[src/sv/tccw_pkg.sv]
// ----------------------------------------------------------------------------
// tccw_pkg
// Shared widths, command and operation codes, and the operation record that
// travels from the front end to the back end of the text console writer.
// ----------------------------------------------------------------------------
package tccw_pkg;

  // Field widths
  localparam int CMD_W   = 2;
  localparam int GLYPH_W = 8;
  localparam int ATTR_W  = 8;
  localparam int CELL_W  = ATTR_W + GLYPH_W;
  localparam int COL_W   = 7;
  localparam int ROW_W   = 5;

  // Input commands
  localparam logic [CMD_W-1:0] CMD_PUT_CHAR = 2'd0;
  localparam logic [CMD_W-1:0] CMD_WRITE_AT = 2'd1;
  localparam logic [CMD_W-1:0] CMD_CLEAR    = 2'd2;
  localparam logic [CMD_W-1:0] CMD_READ     = 2'd3;

  // Glyphs and attribute
  localparam logic [GLYPH_W-1:0] GLYPH_BLANK     = 8'h20;
  localparam logic [GLYPH_W-1:0] GLYPH_NEWLINE   = 8'h0A;
  localparam logic [GLYPH_W-1:0] GLYPH_BACKSPACE = 8'h08;
  localparam logic [ATTR_W-1:0]  RESET_ATTR      = 8'h0F;

  // Operations handed to the back end
  typedef logic [1:0] op_kind_t;
  localparam op_kind_t OP_NOP   = 2'd0;
  localparam op_kind_t OP_WRITE = 2'd1;
  localparam op_kind_t OP_CLEAR = 2'd2;
  localparam op_kind_t OP_READ  = 2'd3;

  // Depth of the queue between front and back
  localparam int QUEUE_DEPTH = 2;

  typedef struct packed {
    op_kind_t           kind;
    logic               scroll;   // scroll up one row after the operation
    logic [COL_W-1:0]   col;      // logical column of the cell
    logic [ROW_W-1:0]   row;      // logical row of the cell
    logic [ATTR_W-1:0]  attr;     // attribute for written and blanked cells
    logic [GLYPH_W-1:0] glyph;
    logic [COL_W-1:0]   cur_col;  // cursor after the item
    logic [ROW_W-1:0]   cur_row;
  } op_t;

endpackage

[src/sv/tccw_queue.sv]
// ----------------------------------------------------------------------------
// tccw_queue
// Short first-in first-out queue of operations between front and back.
// ----------------------------------------------------------------------------
module tccw_queue import tccw_pkg::*; (
  input  logic clk,
  input  logic rst,
  input  logic push,
  input  op_t  push_op,
  output logic full,
  input  logic pop,
  output logic empty,
  output op_t  head_op
);

  localparam int PW = (QUEUE_DEPTH > 1) ? $clog2(QUEUE_DEPTH) : 1;
  localparam int CW = $clog2(QUEUE_DEPTH + 1);
  localparam logic [PW-1:0] PTR_LAST = PW'(QUEUE_DEPTH - 1);
  localparam logic [CW-1:0] CNT_FULL = CW'(QUEUE_DEPTH);

  op_t           slots [QUEUE_DEPTH];
  logic [PW-1:0] wr_ptr;
  logic [PW-1:0] rd_ptr;
  logic [CW-1:0] count;
  logic          do_push;
  logic          do_pop;

  assign full    = (count == CNT_FULL);
  assign empty   = (count == '0);
  assign do_push = push & ~full;
  assign do_pop  = pop & ~empty;
  assign head_op = slots[rd_ptr];

  // Store entries
  always_ff @(posedge clk) begin
    if (do_push) begin
      slots[wr_ptr] <= push_op;
    end
  end

  // Advance pointers and track the fill level
  always_ff @(posedge clk) begin
    if (rst) begin
      wr_ptr <= '0;
      rd_ptr <= '0;
      count  <= '0;
    end else begin
      if (do_push) begin
        wr_ptr <= (wr_ptr == PTR_LAST) ? '0 : wr_ptr + 1'b1;
      end
      if (do_pop) begin
        rd_ptr <= (rd_ptr == PTR_LAST) ? '0 : rd_ptr + 1'b1;
      end
      unique case ({do_push, do_pop})
        2'b10:   count <= count + 1'b1;
        2'b01:   count <= count - 1'b1;
        default: count <= count;
      endcase
    end
  end

endmodule

[config.mk]
export PLATFORM = sky130hd
export DESIGN_NAME = tccw_queue
export DESIGN_NICKNAME = d
export VERILOG_FILES = /design/src/sv/tccw_pkg.sv /design/src/sv/tccw_queue.sv
export SDC_FILE = /design/constraint.sdc
export NUM_CORES = 1
export LEC_CHECK = 0
export ABC_CLOCK_PERIOD_IN_PS = 2200
export BUFFER_PORTS_ARGS = -buffer_cell sky130_fd_sc_hd__buf_2
export CORE_ASPECT_RATIO = 0.75
export CORE_MARGIN = 2
export CORE_UTILIZATION = 46
export DETAILED_ROUTE_END_ITERATION = 7
export GPL_TIMING_DRIVEN = 0
export HOLD_SLACK_MARGIN = 0.03
export PLACE_DENSITY_LB_ADDON = 0.25
export SYNTH_ARGS = -nofsm -noshare
export SYNTH_HDL_FRONTEND = slang
export SYNTH_SLANG_ARGS = --single-unit
[constraint.sdc]
create_clock -name clk -period 2.2 [get_ports clk]
set_clock_uncertainty 0.05 [all_clocks]
set_input_delay 0.11 -clock clk [delete_from_list [all_inputs] [get_ports clk]]
set_output_delay 0.11 -clock clk [all_outputs]
set_load 0.05 [all_outputs]
==> reports/qor.json <==
{
  "result_of_the_run": "completed",
  "worst-path-max-fanout": 22,
  "grt-busiest-layer": "met2",
  "timing.final.max_slew_violations": 0,
  "worst_slew_margin_rel": 0.6521,
  "postCtsSetupRepairBufs": 0,
  "antenna_cells_inserted": 0,
  "hold_viol": 0,
  "hp-class": "in -> reg",
  "worst-endpoint-arrival_ns": 1.85,
  "crit_path_top_delay_cell": "dfxtp_1",
  "netlist_top_cells_count": "edfxtp_1 (86), mux2_2 (43), buf_2 (5), dfxtp_1 (5), nor2_1 (4)",
  "period_minus_slack_ns": 1.914,
  "powerDensity_mw_per_mm2": 1254,
  "cts_tree": "built",
  "clk-insertion-delay-late_ns": 0.34,
  "worst_path_largest_cell_delay_ns": 0.43,
  "first_global_vias": 2022,
  "critical_path.reg2reg.startpoint": "count[0]$_SDFFE_PP0P_",
  "cell_by_cell_trace_of_the_critical_path": "nand2b_2, inv_2, or3_1, clkinvlp_4",
  "setup_viol_count_final": 0,
  "chipWidth_um": 102.0,
  "min_to": "wr_ptr$_SDFFE_PP0P_",
  "rsz_0062_raised_after_global_routing": "no",
  "setup.reg_to_reg.worst_slack_ns": 0.29,
  "postSynthRegisterBits": 91,
  "cts_root_buf": "clkbuf_8",
  "die_area_mm2": 0.007910,
  "timing_worst_setup_path_type": "reg -> reg",
  "grt_antenna_before_repair": 0,
  "rows": 26,
  "finalWorstSetupSlack_ns": 0.2861,
  "grt_util_met1": 0.1766,
  "count_of_synthesis_stage_warnings_from_yosys": 0,
  "number_of_enable_flip_flop_cells_after_synthesis": 86,
  "max_clock_freq_mhz": 522.5,
  "async_reset_ff_frac": 0,
  "critPathLaunchType": "flip-flop",
  "area_growth_from_synthesis_to_layout_pct": 38.26,
  "worstPathRequired_ns": 2.14,
  "worst_r2r_path_depth": 4,
  "grt_remaining_overflow": 0,
  "cts_buffers": 9,
  "synth_area_per_cell_um2": 20.72,
  "worst_reg2reg_path_endpoint": "slots[0][5]$_DFFE_PP_",
  "postSynth.topFlopCell": "edfxtp_1",
  "synth_nets": 208,
  "clock_path_buffers": 2,
  "grt_first_pass_wirelength_mm": 9.080,
  "floorplan_core_area_mm2": 0.006897,
  "worst_ir_drop_vdd_mv": 0.7063,
  "timing_worst_slew_pin_value_ns": 0.5207,
  "fin_hold_ws_ns": 0.1328,
  "grt_use_met3": 0.06126,
  "fin_nets": 356,
  "routabilityCongestion": 0.6838,
  "drc": 0,
  "final_layout_size_suffix_gt1_frac": 0.5065,
  "cts_max_level": 3,
  "grt_util_met2": 0.2664,
  "number_of_max_cap_violations": 0,
  "grt.total_usage": 0.1558,
  "post-synth-top-count-cell": "edfxtp_1",
  "postRouteAntennaNets": 0,
  "io_pins": 92,
  "hold_path.startpoint": "push",
  "tritoncts_num_sinks": 91,
  "timing.final.crit_share": 0.8700,
  "hold_depth": 4,
  "detailedRoute.firstIterationViolations": 45,
  "grt_max_degree": 33,
  "detail_route.wirelength_mm": 5.915,
  "routed-via-count": 1881,
  "place_hpwl_mm": 3.496,
  "post_synth_main_area_contributors": "edfxtp_1 (78%), mux2_2 (15%), dfxtp_1 (3.0%)",
  "start_util": 0.4808,
  "worst_slack_at_placement_ns": -0.02802,
  "netlist_area_mm2": 0.003316,
  "yosysSeqAreaShare": 0.8091,
  "post_synth_inst_count": 160,
  "power_mw": 5.747,
  "synth_top_cell_area_share": 0.7789,
  "final_cell_utilization_of_the_core": 0.6647,
  "die_height_um": 77.53,
  "port_buffers": 91,
  "clkSlewWorstSetupHoldPaths_ns": 0.07,
  "synth.lib_cells_used.distinct": 17,
  "endpoint_kind": "flip-flop",
  "detail_route.vias_per_cell": 4.610,
  "cellLeakagePower_nw": 1.745,
  "drt_pre_antenna_iters": 4,
  "synth.largest_area_cell": "edfxtp_1",
  "post_drt_wl_per_cell_um": 14.50
}
## what timing repair did
action / CTS / global route
endpoints found under the setup margin: 43 / 0
endpoints found under the hold margin: 91 / 0
resized for setup: 1 / 0
hold buffers: 44 / 0
## worst max-delay path, delay by kind of cell, from the launching register on
family        cells  cell delay (ns)
simple gates      2             0.60
buf+inv           2             0.46
flops             1             0.43
## layer usage
metal | part of all wire | up-vias
li1 | - | 912
met1 | 0.43 | 902
met2 | 0.50 | 62
met3 | 0.069 | 5
met4 | 0.0068 | 0
met5 | 0 | -
## kinds of logic (layout without fill, tap and decap cells)
group	Yosys count	in the layout	synth area share
mux	43	43	0.1460
compound gates	5	5	0.008303
buf+inv	8	158	0.01094
fa+ha+maj	1	1	0.003773
flops	91	91	0.8091
simple gates	9	9	0.01396
xor+xnor	3	3	0.007926
## layout by cell type (no fill, tap or decap), drive strengths merged, types with 2 or more instances in the layout
master	Yosys	layout
a21oi	2	2
dfxtp	5	5
xnor2	2	2
nor2	4	4
edfxtp	86	86
inv	3	2
bufinv	0	3
dlygate4sd3	0	44
clkinvlp	0	2
mux2	43	43
or3	2	2
o21ai	2	2
clkbuf	0	10
buf	5	97
## how the worst max path moves through the flow
stage	to	startpoint	cells after the start
2_1_floorplan	slots[1][0]$_DFFE_PP_	count[0]$_SDFFE_PP0P_	2
3_3_place_gp	slots[1][25]$_DFFE_PP_	count[0]$_SDFFE_PP0P_	2
3_5_place_dp	slots[0][40]$_DFFE_PP_	count[0]$_SDFFE_PP0P_	4
4_1_cts	slots[0][39]$_DFFE_PP_	count[0]$_SDFFE_PP0P_	4
5_1_grt	slots[0][0]$_DFFE_PP_	count[0]$_SDFFE_PP0P_	4
6_report	slots[0][5]$_DFFE_PP_	count[0]$_SDFFE_PP0P_	4
## flip-flops by register name, summed over array words and instances, names as in the netlist, named ones only
name and cells:
wr_ptr 1, rd_ptr 1, slots 86, count 2
## metrics by stage
step           instance area (um2)  TNS, ns  std cells
5_1_grt                       4584        0        408
3_5_place_dp                  3919   -1.113        350
3_3_place_gp                  3897   -21.70        349
2_1_floorplan                 3319        0        160
6_report                      4584        0        408
4_1_cts                       4584        0        408
## power breakdown
group | leakage (nW) | switching, mW | internal [mW]
sequential | 0.846 | 0.0722 | 2.19
combinational | 0.790 | 1.59 | 0.662
clock | 0.108 | 0.496 | 0.736
## area by class of cell
class / count / area (um2)
repair inverters: 1 / 7.507
clock inverters: 3 / 90.09
inverters: 3 / 15.01
flip-flops and latches: 91 / 2683
plain buffers: 5 / 25.02
multi-input cells: 61 / 598.1
clock buffers: 10 / 127.6
repair buffers: 136 / 915.9
fillers: 516 / 2312
well taps: 98 / 122.6
Note: power is estimated with default switching activity, not from simulation.
