File: config.mk
export PLATFORM = sky130hd
export DESIGN_NAME = tccw_front
export DESIGN_NICKNAME = d
export VERILOG_FILES = /design/src/sv/tccw_pkg.sv /design/src/sv/tccw_front.sv
export SDC_FILE = /design/constraint.sdc
export NUM_CORES = 1
export LEC_CHECK = 0
export BUFFER_PORTS_ARGS = -buffer_cell sky130_fd_sc_hd__buf_4
export CAP_MARGIN = 0
export CORE_MARGIN = 5
export CORE_UTILIZATION = 52
export CTS_CLUSTER_SIZE = 24
export DETAILED_ROUTE_END_ITERATION = 6
export MAX_ROUTING_LAYER = met4
export PLACE_DENSITY = 0.95
export SYNTH_ARGS = -nofsm -noshare
export SYNTH_HDL_FRONTEND = slang
export SYNTH_SLANG_ARGS = --single-unit
File: constraint.sdc
create_clock -name clk -period 7.4 [get_ports clk]
set_clock_uncertainty 0.2 [all_clocks]
set_input_delay 0 -clock clk [delete_from_list [all_inputs] [get_ports clk]]
set_output_delay 0 -clock clk [all_outputs]
set_load 0.1 [all_outputs]
File: src/sv/tccw_pkg.sv
// ----------------------------------------------------------------------------
// tccw_pkg
// Shared widths, command and operation codes, and the operation record that
// travels from the front end to the back end of the text console writer.
// ----------------------------------------------------------------------------
package tccw_pkg;

  // Field widths
  localparam int CMD_W   = 2;
  localparam int GLYPH_W = 8;
  localparam int ATTR_W  = 8;
  localparam int CELL_W  = ATTR_W + GLYPH_W;
  localparam int COL_W   = 7;
  localparam int ROW_W   = 5;

  // Input commands
  localparam logic [CMD_W-1:0] CMD_PUT_CHAR = 2'd0;
  localparam logic [CMD_W-1:0] CMD_WRITE_AT = 2'd1;
  localparam logic [CMD_W-1:0] CMD_CLEAR    = 2'd2;
  localparam logic [CMD_W-1:0] CMD_READ     = 2'd3;

  // Glyphs and attribute
  localparam logic [GLYPH_W-1:0] GLYPH_BLANK     = 8'h20;
  localparam logic [GLYPH_W-1:0] GLYPH_NEWLINE   = 8'h0A;
  localparam logic [GLYPH_W-1:0] GLYPH_BACKSPACE = 8'h08;
  localparam logic [ATTR_W-1:0]  RESET_ATTR      = 8'h0F;

  // Operations handed to the back end
  typedef logic [1:0] op_kind_t;
  localparam op_kind_t OP_NOP   = 2'd0;
  localparam op_kind_t OP_WRITE = 2'd1;
  localparam op_kind_t OP_CLEAR = 2'd2;
  localparam op_kind_t OP_READ  = 2'd3;

  // Depth of the queue between front and back
  localparam int QUEUE_DEPTH = 2;

  typedef struct packed {
    op_kind_t           kind;
    logic               scroll;   // scroll up one row after the operation
    logic [COL_W-1:0]   col;      // logical column of the cell
    logic [ROW_W-1:0]   row;      // logical row of the cell
    logic [ATTR_W-1:0]  attr;     // attribute for written and blanked cells
    logic [GLYPH_W-1:0] glyph;
    logic [COL_W-1:0]   cur_col;  // cursor after the item
    logic [ROW_W-1:0]   cur_row;
  } op_t;

endpackage

File: src/sv/tccw_front.sv
// ----------------------------------------------------------------------------
// tccw_front
// Accepts items, owns the cursor and the attribute register, and turns each
// item into one back-end operation pushed into the queue.
// ----------------------------------------------------------------------------
module tccw_front import tccw_pkg::*; #(
  parameter int COLUMNS = 80,
  parameter int ROWS    = 25
) (
  input  logic               clk,
  input  logic               rst,
  input  logic               in_valid,
  output logic               in_stall,
  input  logic [CMD_W-1:0]   cmd,
  input  logic [GLYPH_W-1:0] char_code,
  input  logic [COL_W-1:0]   col,
  input  logic [ROW_W-1:0]   row,
  input  logic               cfg_we,
  input  logic [ATTR_W-1:0]  cfg_data,
  input  logic               q_full,
  output logic               q_push,
  output op_t                q_op
);

  localparam logic [COL_W:0] COL_LIMIT = (COL_W+1)'(COLUMNS);
  localparam logic [ROW_W:0] ROW_LIMIT = (ROW_W+1)'(ROWS);
  localparam logic [ROW_W:0] ROW_LAST  = (ROW_W+1)'(ROWS - 1);

  logic [ATTR_W-1:0] attr;
  logic [COL_W-1:0]  cur_col;
  logic [ROW_W-1:0]  cur_row;
  logic [COL_W-1:0]  cur_col_next;
  logic [ROW_W:0]    row_wide;
  logic [COL_W:0]    col_inc;
  logic [ROW_W:0]    row_inc;
  logic              pos_ok;
  op_t               op;

  assign in_stall = q_full;
  assign q_push   = in_valid & ~q_full;
  assign col_inc  = {1'b0, cur_col} + 1'b1;
  assign row_inc  = {1'b0, cur_row} + 1'b1;
  assign pos_ok   = ({1'b0, col} < COL_LIMIT) && ({1'b0, row} < ROW_LIMIT);

  // Classify the item and work out the cursor that follows it
  always_comb begin
    op.kind    = OP_NOP;
    op.scroll  = 1'b0;
    op.col     = col;
    op.row     = row;
    op.attr    = attr;
    op.glyph   = char_code;
    cur_col_next = cur_col;
    row_wide     = {1'b0, cur_row};
    unique case (cmd)
      CMD_PUT_CHAR: begin
        op.col = cur_col;
        op.row = cur_row;
        if (char_code == GLYPH_NEWLINE) begin
          cur_col_next = '0;
          row_wide     = row_inc;
        end else if (char_code == GLYPH_BACKSPACE) begin
          if (cur_col != '0) begin
            cur_col_next = cur_col - 1'b1;
            op.kind      = OP_WRITE;
            op.col       = cur_col - 1'b1;
            op.glyph     = GLYPH_BLANK;
          end
        end else begin
          op.kind = OP_WRITE;
          if (col_inc >= COL_LIMIT) begin
            cur_col_next = '0;
            row_wide     = row_inc;
          end else begin
            cur_col_next = col_inc[COL_W-1:0];
          end
        end
        // Past the bottom row: scroll and stay on the last row
        if (row_wide >= ROW_LIMIT) begin
          op.scroll = 1'b1;
          row_wide  = ROW_LAST;
        end
      end
      CMD_WRITE_AT: begin
        if (pos_ok) begin
          op.kind = OP_WRITE;
        end
      end
      CMD_CLEAR: begin
        op.kind      = OP_CLEAR;
        cur_col_next = '0;
        row_wide     = '0;
      end
      CMD_READ: begin
        if (pos_ok) begin
          op.kind = OP_READ;
        end
      end
      default: begin
        op.kind = OP_NOP;
      end
    endcase
    op.cur_col = cur_col_next;
    op.cur_row = row_wide[ROW_W-1:0];
  end

  assign q_op = op;

  // Hold attribute and cursor; advance the cursor on each accepted item
  always_ff @(posedge clk) begin
    if (rst) begin
      attr    <= RESET_ATTR;
      cur_col <= '0;
      cur_row <= '0;
    end else begin
      if (cfg_we) begin
        attr <= cfg_data;
      end
      if (q_push) begin
        cur_col <= op.cur_col;
        cur_row <= op.cur_row;
      end
    end
  end

endmodule

==> flow_results.org <==
** Route
- Once detail routing completed, the nets flagged for antenna violations numbered 0.
- Routed Wire Length :: 6410 µm
- The pre-antenna-repair detailed-routing pass consisted of 5 iterations.
- Detailed Route Iter0 Violations :: 225
- For this run, design rule violations remaining after detail routing come to 0.
- Avg WL per Cell :: 16.7 µm
- Avg Vias per Cell :: 6.16
- The final route contains 2360 vias.

** Power and ir drop
- The analysis attributes to cell leakage a power of 1.16 nW.
- Power density over the cells :: 147 nW/µm²
- VDD sags by at most 0.118 mV.
- The design draws 0.398 mW.

** GRT
- Total routing resource utilization after global routing :: 26.3%
- The via count of the first global-routing pass came to 2196.
- Pin count of the biggest net entering global routing :: 21
- Initial antenna violation count :: 0
- The first global-routing pass estimated 10600 µm of wire.
- Residual overflow from global routing :: 0

** Logic synthesis
- Sequential cells were found to cover 21.4% of the synthesized design area.
- After technology mapping, the gate count stands at 256.
- EDFF count, synth :: 0
- The largest total area in the synthesized netlist belongs to dfxtp_1.
- Counting flops and latches in the post-synthesis netlist gives 20.
- Unique cell type count in the Yosys netlist :: 65
- After synthesis the cells add up to 1870 µm².
- Main area contributors after synthesis :: dfxtp_1 21%, nand2_1 5.8%, nor2_1 5.6%, o21ai_0 4.3%, clkbuf_1 4.2%
- Leading register cell type out of synthesis :: dfxtp_1
- Yosys printed 0 warnings.
- Dividing the synthesized area by the synthesized cell count gives 7.30 µm².
- Area fraction of the dominant cell type after synthesis :: 21.4%
- Counting flops with an async set or reset pin after synthesis yields a share of 0%.
- When the netlist entered floorplanning its net count stood at 294.

** CTS
- CTS Root Buffer Type :: clkbuf_4
- CTS sink cnt :: 20
- In this run the number of H-tree levels came out at 1.
- Number of buffers added for setup after CTS :: 0
- Clock buffer count from CTS :: 3
- Hold repair after CTS inserted 24 buffers.
- TritonCTS built the clock tree.
- Clock-pin slew on the worst setup and hold paths :: 0.13 ns
- Gates resized, CTS repair :: 0
- Maximum number of buffers from clock root to sink :: 2
- Clock latency on the worst-skew pair, taken at its later pin, is 0.32 ns.

** Placement
- At the end of routability-driven placement, the weighted congestion stood at 0.954.
- Detail Placement HPWL :: 4290 µm
- # placed instances :: 355
- Number of buffers inserted by port buffering :: 79

** Layout
- Ratio of cells with drive above 1 in the final layout :: 30.6%
- Net count reported at finish :: 376
- Synth-to-Final Area Change :: 44.7%
- Number of fillers in the final layout :: 252
- Count of placed standard cells in the final layout, fillers left out :: 383
- Diode count :: 0
- Final core utilization :: 79.2%

** Floorplanning
- Area of the die :: 4890 µm²
- The die is 69.9 µm wide.
- Chip height :: 69.9 µm
- Once the floorplan was initialized, standard cells occupied 54.7% of the core.
- # IOs :: 80
- Number of rows created at floorplan :: 21
- Floorplan core area :: 3420 µm²

** STA
- At the pin with the least slew margin, the transition time is 1.08 ns.
- Subtracting the final worst setup slack from the clock period gives 3.15 ns.
- In the final timing run, aggregate negative setup slack is 0 ns.
- Number of max-slew violations in the final report :: 0
- Timing-limited maximum frequency :: 317 MHz
- Final hold analysis gives a worst-case slack of 0.136 ns.
- Setup violations remaining at the end of the flow were counted as 0.
- Final period util :: 42.6%
- Hold violation count in the final report :: 0
- Max-Slew Margin vs Limit :: 27.9%
- Setup repair after global routing missed its margin :: no

** Setup path
- In this run the worst path has a maximum fanout of 7.
- STA classifies the critical path endpoint as an output port.
- Category of the worst setup path launch point :: flip-flop
- Data on the critical path is required at its endpoint by 7.20 ns.
- CP Class :: flip-flop to output port
- For the worst setup path, the data arrival time is 2.95 ns.
- Depth of the worst register-to-register path :: 8

** Run status
- Outcome :: complete, no violations

** Min path
- The worst hold path belongs to the class primary input to output port.
- Along the worst hold path, the cell count comes to 2.

** Job
- Max-cap violations :: 0
[sequential cells by signal (all words and copies together), names as in the netlist]
register  count
attr          8
cur_col       7
cur_row       5
[per-stage QoR]
step / area [µm²] / setup slack (ns)
2_1_floorplan: 1870 / 3.12
3_3_place_gp: 2410 / 4.75
3_5_place_dp: 2410 / 4.63
4_1_cts: 2700 / 4.29
5_1_grt: 2700 / 4.06
6_report: 2700 / 4.25
[cell type report]
class	count	area [µm²]	area share, %
Multi-Input combinational cell	204	1340	49.5
Timing Repair Buffer	103	833	30.8
Sequential cell	20	400	14.8
Tap cell	46	57.6	2.13
Clock inverter	1	30.0	1.11
Clock buffer	3	22.5	0.833
Inverter	6	22.5	0.833
[report_power, final]
part / switching (mW) / internal (mW)
logic: 0.134 / 0.0526
registers: 0.00400 / 0.112
clock network: 0.0412 / 0.0547
[synth_stat cells (all sizes together), types with 4 or more instances]
cell type / count
nor3: 8
nand4: 4
o21ai: 16
a21oi: 12
mux2i: 5
nand3: 8
inv: 6
a211oi: 4
or3: 6
clkbuf: 22
nand2: 30
nor2b: 7
nor2: 28
buf: 4
a31oi: 5
o31ai: 7
nor4: 7
dfxtp: 20
a211o: 4
o22ai: 4
[placed cells by master, fill, tap and decap left out, drive strengths merged, types with 5 or more instances in the layout]
master	n
a31oi	5
nor3	8
nand3	8
dlygate4sd3	24
nor2b	7
buf	79
nor2	28
a21oi	12
or3	6
mux2i	5
o21ai	16
nor4	7
nand2	30
o31ai	7
dfxtp	20
inv	6
[critical path: stages (launching register included)]
cell and delay [ns]:
dfxtp_1 0.39, inv_1 0.13, ha_1 0.29, or3b_4 0.45
nor4_1 0.50, nor3_2 0.16, a221oi_1 0.34, a21oi_1 0.12
buf_4 0.26
[metal layers]
layer,vias to the layer above,track usage (%),share of wire [%]
met4,0,9.36,2.5
met3,19,4.73,8.9
met5,-,-,0
li1,1113,-,-
met1,1076,32.7,40
met2,152,42.8,48
[cells by family (layout without fill, tap and decap cells)]
group	count (synthesis)	count (layout)	share of synthesized area, %
flip-flops	20	20	21.4
buffers and inverters	32	113	6.97
XOR/XNOR	2	2	0.938
AND/OR/NAND/NOR	117	117	35.8
AO/OA/AOI/OAI	77	77	30.1
multiplexers	5	5	2.68
adder cells (fa/ha/maj)	3	3	2.01
[path summary, 6_finish.rpt]
path                            slack, ns    startpoint    endpoint
worst min register to register       0.41    cur_col[1]  cur_col[1]
worst min-delay path                 0.14  char_code[2]    q_op[14]
worst max-delay path                 4.25    cur_col[0]     q_op[9]
worst max register to register       4.29    cur_col[1]  cur_row[0]
No activity file was read; power rests on OpenSTA's default activity.
